[src/hdl/bfea_pkg.sv]
// shared types, widths and codes for the best-fit extent allocator
`default_nettype none

package bfea_pkg;

    localparam int ADDR_W = 21;
    localparam int LEN_W  = 22;
    localparam int END_W  = LEN_W + 1;
    // size plus alignment bias, wide enough for any alignment up to 4096
    localparam int RND_W  = LEN_W + 1;

    localparam int DEF_SLOTS       = 128;
    localparam int DEF_ALIGN_BYTES = 64;

    localparam logic [LEN_W-1:0]  LEN_MAX    = {LEN_W{1'b1}};
    localparam logic [ADDR_W-1:0] RESET_BASE = 21'h005040;
    localparam logic [LEN_W-1:0]  RESET_POOL = 22'd2076608;

    localparam int CFG_IDX_W  = 1;
    localparam int CFG_DATA_W = LEN_W;

    typedef enum logic [1:0] {
        KIND_ALLOC = 2'd0,
        KIND_FREE  = 2'd1,
        KIND_INIT  = 2'd2
    } kind_t;

    typedef enum logic [1:0] {
        ST_OK    = 2'd0,
        ST_NOFIT = 2'd1,
        ST_ZERO  = 2'd2,
        ST_FULL  = 2'd3
    } status_t;

    typedef enum logic [CFG_IDX_W-1:0] {
        CFG_BASE_ADDR = 1'b0,
        CFG_POOL_SIZE = 1'b1
    } cfg_index_t;

    typedef enum logic [1:0] {
        S_IDLE,
        S_ROUND,
        S_SCAN,
        S_FINISH
    } ctrl_state_t;

    typedef struct packed {
        logic [1:0]        kind;
        logic [ADDR_W-1:0] address;
        logic [LEN_W-1:0]  req_size;
    } req_t;

    typedef struct packed {
        logic [ADDR_W-1:0] alloc_address;
        logic [1:0]        status;
        logic [LEN_W-1:0]  free_total;
        logic [LEN_W-1:0]  largest_free;
    } rsp_t;

    typedef struct packed {
        logic load;
        logic scan_start;
        logic finish;
    } ctrl_cmd_t;

    typedef struct packed {
        logic round_done;
        logic scan_done;
    } dp_sts_t;

    typedef struct packed {
        logic [ADDR_W-1:0] start;
        logic [LEN_W-1:0]  len;
    } extent_t;

endpackage

`default_nettype wire

[src/hdl/bfea_ctrl.sv]
// request sequencer: round, table scan, write-back and result strobe
`default_nettype none

module bfea_ctrl
    import bfea_pkg::*;
(
    input  logic      clk,
    input  logic      rst_n,
    input  logic      start,
    output logic      busy,
    output logic      done,
    output ctrl_cmd_t cmd,
    input  dp_sts_t   sts
);

    ctrl_state_t state_reg, state_next;
    logic        done_reg;

    always_comb
    begin
        state_next = state_reg;
        case (state_reg)
            S_IDLE:
            begin
                if (start)
                    state_next = S_ROUND;
            end
            S_ROUND:
            begin
                if (sts.round_done)
                    state_next = S_SCAN;
            end
            S_SCAN:
            begin
                if (sts.scan_done)
                    state_next = S_FINISH;
            end
            S_FINISH:
            begin
                state_next = S_IDLE;
            end
            default:
            begin
                state_next = S_IDLE;
            end
        endcase
    end

    always_comb
    begin
        busy = 1'b1;
        cmd  = '0;
        case (state_reg)
            S_IDLE:
            begin
                busy     = 1'b0;
                cmd.load = start;
            end
            S_ROUND:
            begin
                cmd.scan_start = sts.round_done;
            end
            S_SCAN: ;
            S_FINISH:
            begin
                cmd.finish = 1'b1;
            end
            default: ;
        endcase
    end

    always_ff @(posedge clk or negedge rst_n)
    begin
        if (!rst_n)
        begin
            state_reg <= S_IDLE;
            done_reg  <= 1'b0;
        end
        else
        begin
            state_reg <= state_next;
            done_reg  <= cmd.finish;
        end
    end

    assign done = done_reg;

endmodule

`default_nettype wire

[config.mk]
export PLATFORM = sky130hd
export DESIGN_NAME = bfea_ctrl
export DESIGN_NICKNAME = d
export VERILOG_FILES = /design/src/hdl/bfea_pkg.sv /design/src/hdl/bfea_ctrl.sv
export SDC_FILE = /design/constraint.sdc
export NUM_CORES = 1
export LEC_CHECK = 0
export BUFFER_PORTS_ARGS = -buffer_cell sky130_fd_sc_hd__buf_2
export CORE_AREA = 2 2 39 41
export CTS_CLUSTER_DIAMETER = 30
export DETAILED_ROUTE_END_ITERATION = 8
export DIE_AREA = 0 0 41 43
export PLACE_DENSITY = 0.45
export REMOVE_ABC_BUFFERS = 1
export SYNTH_ARGS = -nofsm -noshare
export SYNTH_HDL_FRONTEND = slang
export SYNTH_SLANG_ARGS = --single-unit
export TNS_END_PERCENT = 5
[constraint.sdc]
create_clock -name clk -period 4.2 [get_ports clk]
set_input_delay 0.21 -clock clk [delete_from_list [all_inputs] [get_ports clk]]
set_output_delay 0.21 -clock clk [all_outputs]
set_load 0.01 [all_outputs]
Word-level counts from Yosys, hierarchy flattened. Cells that the tools add are included.

Reduce and logical (&&, ||, !) cells: 2. Equal/unequal tests: 6. Mux-type cells: 8.

Operator list (count): $pmux W2 S4 (1); $mux W2 (3); $ne A2 B2 Y1 const B (3); $eq A2 B2 Y1 const B (2); $mux W1 (4); $reduce_and A3 Y1 (1); $eq A2 B1 Y1 const B (1); $logic_not A2 Y1 (1).

Register bits after elaboration: 3. Output and inout bits: 5.

Longest topological paths before layout.
Depth after elaboration: 3. Depth in mapped cells: 5. Mapped depth without buffers: 5.

Least setup slack after synthesis. Ideal clock, no wire load.

Kind: reg-to-reg. Start point: reg state_reg[0]. End point: reg state_reg[1]. Path slack: 2828 ps. Clock period less this slack: 1372 ps. Cell stages (with the launch flop): 5. Required time: 4072 ps. Data arrival time: 1244 ps. Path through: dfrtp_1 -> inv_1 -> ha_1 -> a221oi_2 -> mux2_1.

Word-level cells in the longest chain between the ends: 3. Elaborated cells on any way between the ends: 9.

RTL lines: start: declaration (line bfea_ctrl.sv:16) `ctrl_state_t state_reg, state_next;`; start signal: assignment (line bfea_ctrl.sv:81) `state_reg <= state_next;`; $eq A2 B1 Y1 (tied with other cells) (line bfea_ctrl.sv:22) `case (state_reg)`; $ne A2 B2 Y1 (no source line); $reduce_and A3 Y1 (no source line).

Parallel ways exist; a longest one is shown, timed or not. A chain may end at the register's enable or synchronous reset.

Final worst setup path. Same ends and word-level chain as after synthesis.

==> metrics.csv <==
stage,metric,value,unit
timing,skew,0.184,ps
synthesis,netlist_area,204,um2
drt,wl,365,um
die,die_y,43,um
run,cap_violations,0,
synthesis,syn_inst,18,
timing,finalHoldViolCount,0,
cts,clock_sinks,3,
global_routing,gr-usage-met1,0.0552,
setup_path,worstPathArrival,1560,ps
placed_design,io_buffers,9,
die,dieArea,1760,um2
pwr,power_density,704,nW/um2
synthesis,synth_seq_cells,3,
setup_path,endpoint_kind,flip-flop,
synthesis,synth_top_cell_by_area,dfrtp_1,
setup_path,reg2reg_setup_slack,2740,ps
drt,vias_per_cell,3.60,
synthesis,synthArstFlopShare,1.00,
global_routing,met3_usage,0.0366,
setup_path,cp_data_required_time,4300,ps
global_routing,antenna_found_initial,0,
hold_path,hp-class,input pin to asynchronous set/reset pin,
drt,firstDrtPassIters,1,
timing,setup_viol,0,
placed_design,placed_cells,43,
cts,root_buffer,clkbuf_4,
layout,drive_gt1_frac,0.438,
synthesis,synth-seq-area-share,0.368,
cts,cts_tree,built,
status,status,"finished, final reports clean",
timing,finalSetupTns,0,ps
drt,drt_iter0_markers,0,
layout,nets,42,
synthesis,synth_ff_type,dfrtp_1,
pwr,ir_drop,0.261,mV
setup_path,slowest_stage,dfrtp_1,
synthesis,synth.most_common_cell,inv_1,
timing,worst_pin_slew,228,ps
die,num_rows,14,
setup_path,cpPeakStageDelay,390,ps
global_routing,grt_remaining_overflow,0,
synthesis,synth_edf_count,0,
timing,final.period_utilization,0.347,
global_routing,grt_pass1_vias,155,
pwr,leakagePower,0.168,nW
synthesis,postSynthAreaPerCell,11.3,um2
timing,rsz0062_at_grt,false,
synthesis,synth.cells.most_frequent,"inv_1 (5), ha_1 (4), dfrtp_1 (3)",
setup_path,cp_cell_sequence,inv_1 -> ha_1 -> a221oi_2 -> mux2_1,
drt,vias,173,
drt,postRouteAntennaNets,0,
layout,insertedDiodeCount,0,
synthesis,netlist-cell-type-count,9,
timing,relSlewSlack,0.848,
cts,cts_buffers,3,
die,die_x,41,um
setup_path,start_kind,flip-flop,
cts,clk_latency,230,ps
die,start_util,0.147,
global_routing,grt_max_degree,5,
layout,syn_to_final_growth,49.7,%
setup_path,crit_fanout,4,
timing,slew_violations,0,
synthesis,yosys_warnings,0,
layout,largest_register_ffs,2,
global_routing,grt_use_total,0.0574,
cts,cts_setup_buffers,0,
cts,htree_levels,1,
synthesis,synth_area_leaders,"dfrtp_1 (37%), ha_1 (25%), inv_1 (9.2%), a221oi_2 (7.4%), nor2b_4 (6.7%)",
setup_path,worst-setup-path-type,flip-flop to flip-flop,
timing,fmax,686,MHz
die,core_area,1380,um2
placed_design,hpwl,314,um
cts,clockBufferDepth,2,
global_routing,grt_pass1_wl,572,um
layout,fin_cells,48,
timing,fin_crit,1460,ps
drt,drc_errors,0,
placed_design,gp_congestion,0.625,
global_routing,grt_util_met2,0.0656,
cts,clkSlewWorstSetupHoldPaths,30,ps
synthesis,synth_top_cell_area_share,0.368,
die,io_pins,10,
global_routing,gr-max-usage-layer,met4,
drt,post_drt_wl_per_cell,7.60,um
-- logic make-up after synthesis --
logic type	Yosys count	synth area share
buffers and inverters	5	0.0920
adders and majority gates	4	0.245
and+or+nand+nor	3	0.117
DFF	3	0.368
muxes	1	0.0552
AOI/OAI and AO/OA	2	0.123
-- routing by layer --
| metal | part of all wire | vias up |
|---|---|---|
| met1 | 0.43 | 77 |
| li1 | - | 86 |
| met4 | 0 | 0 |
| met3 | 0.14 | 0 |
| met2 | 0.42 | 10 |
| met5 | 0 | - |
-- cell usage in the layout, fill, tap and decap left out, drive strengths merged --
cell | Yosys | layout
a221oi | 1 | 1
and2 | 1 | 1
buf | 0 | 9
clkbuf | 0 | 4
dfrtp | 3 | 3
dlygate4sd3 | 0 | 1
ha | 4 | 4
inv | 5 | 5
mux2 | 1 | 1
nor2 | 1 | 1
nor2b | 1 | 1
o32a | 1 | 1
-- cell type report --
class                   instances  area, um2
flip-flops and latches          3       75.1
well taps                      16       20.0
inverters                       5       18.8
repair buffers                 10       55.1
fillers                       152       1080
clock buffers                   4       26.3
multi-input cells              10        110
-- path summary, 6_finish.rpt --
check / endpoint / startpoint / depth (start not counted)
min in group clk: state_reg[0]$_DFFE_PN0P_ / sts[1] / 3
min: done$_DFF_PN0_ / rst_n / 2
max in group asynchronous: state_reg[0]$_DFFE_PN0P_ / rst_n / 2
max: state_reg[1]$_DFFE_PN0P_ / state_reg[0]$_DFFE_PN0P_ / 4
max reg2reg: state_reg[1]$_DFFE_PN0P_ / state_reg[0]$_DFFE_PN0P_ / 4
min reg2reg: state_reg[1]$_DFFE_PN0P_ / state_reg[1]$_DFFE_PN0P_ / 1
-- repair_timing --
item,4_1_cts,5_1_grt
hold buffers,1,0
endpoints found under the hold margin,3,0
gates resized for setup,0,0
-- power breakdown --
| group | total (mW) | switching, mW | internal (mW) |
|---|---|---|---|
| sequential | 0.0560 | 0.0114 | 0.0446 |
| combinational | 0.110 | 0.0537 | 0.0563 |
| clock | 0.0488 | 0.0133 | 0.0355 |
-- worst max-delay path, delay by kind of cell (launching register included) --
family          cells  cell delay, ps
flops               1             390
mux                 1             350
compound gates      1             270
fa+ha+maj           1             240
buf+inv             1              80
-- through the flow --
| stage | hold WS, ps | utilization | power, mW | cell area, um2 | setup slack (ps) |
|---|---|---|---|---|---|
| 3_3_place_gp | 8.99 | 0.194 | 0.170 | 269 | 2720 |
| 6_report | 302 | 0.221 | 0.215 | 305 | 2740 |
| 3_5_place_dp | 8.35 | 0.194 | 0.169 | 269 | 2730 |
| 5_1_grt | 296 | 0.221 | 0.240 | 305 | 2630 |
| 4_1_cts | 293 | 0.221 | 0.222 | 305 | 2730 |
| 2_1_floorplan | -85.6 | - | 0.132 | 204 | 2830 |
No activity file was read; power rests on OpenSTA's default activity.
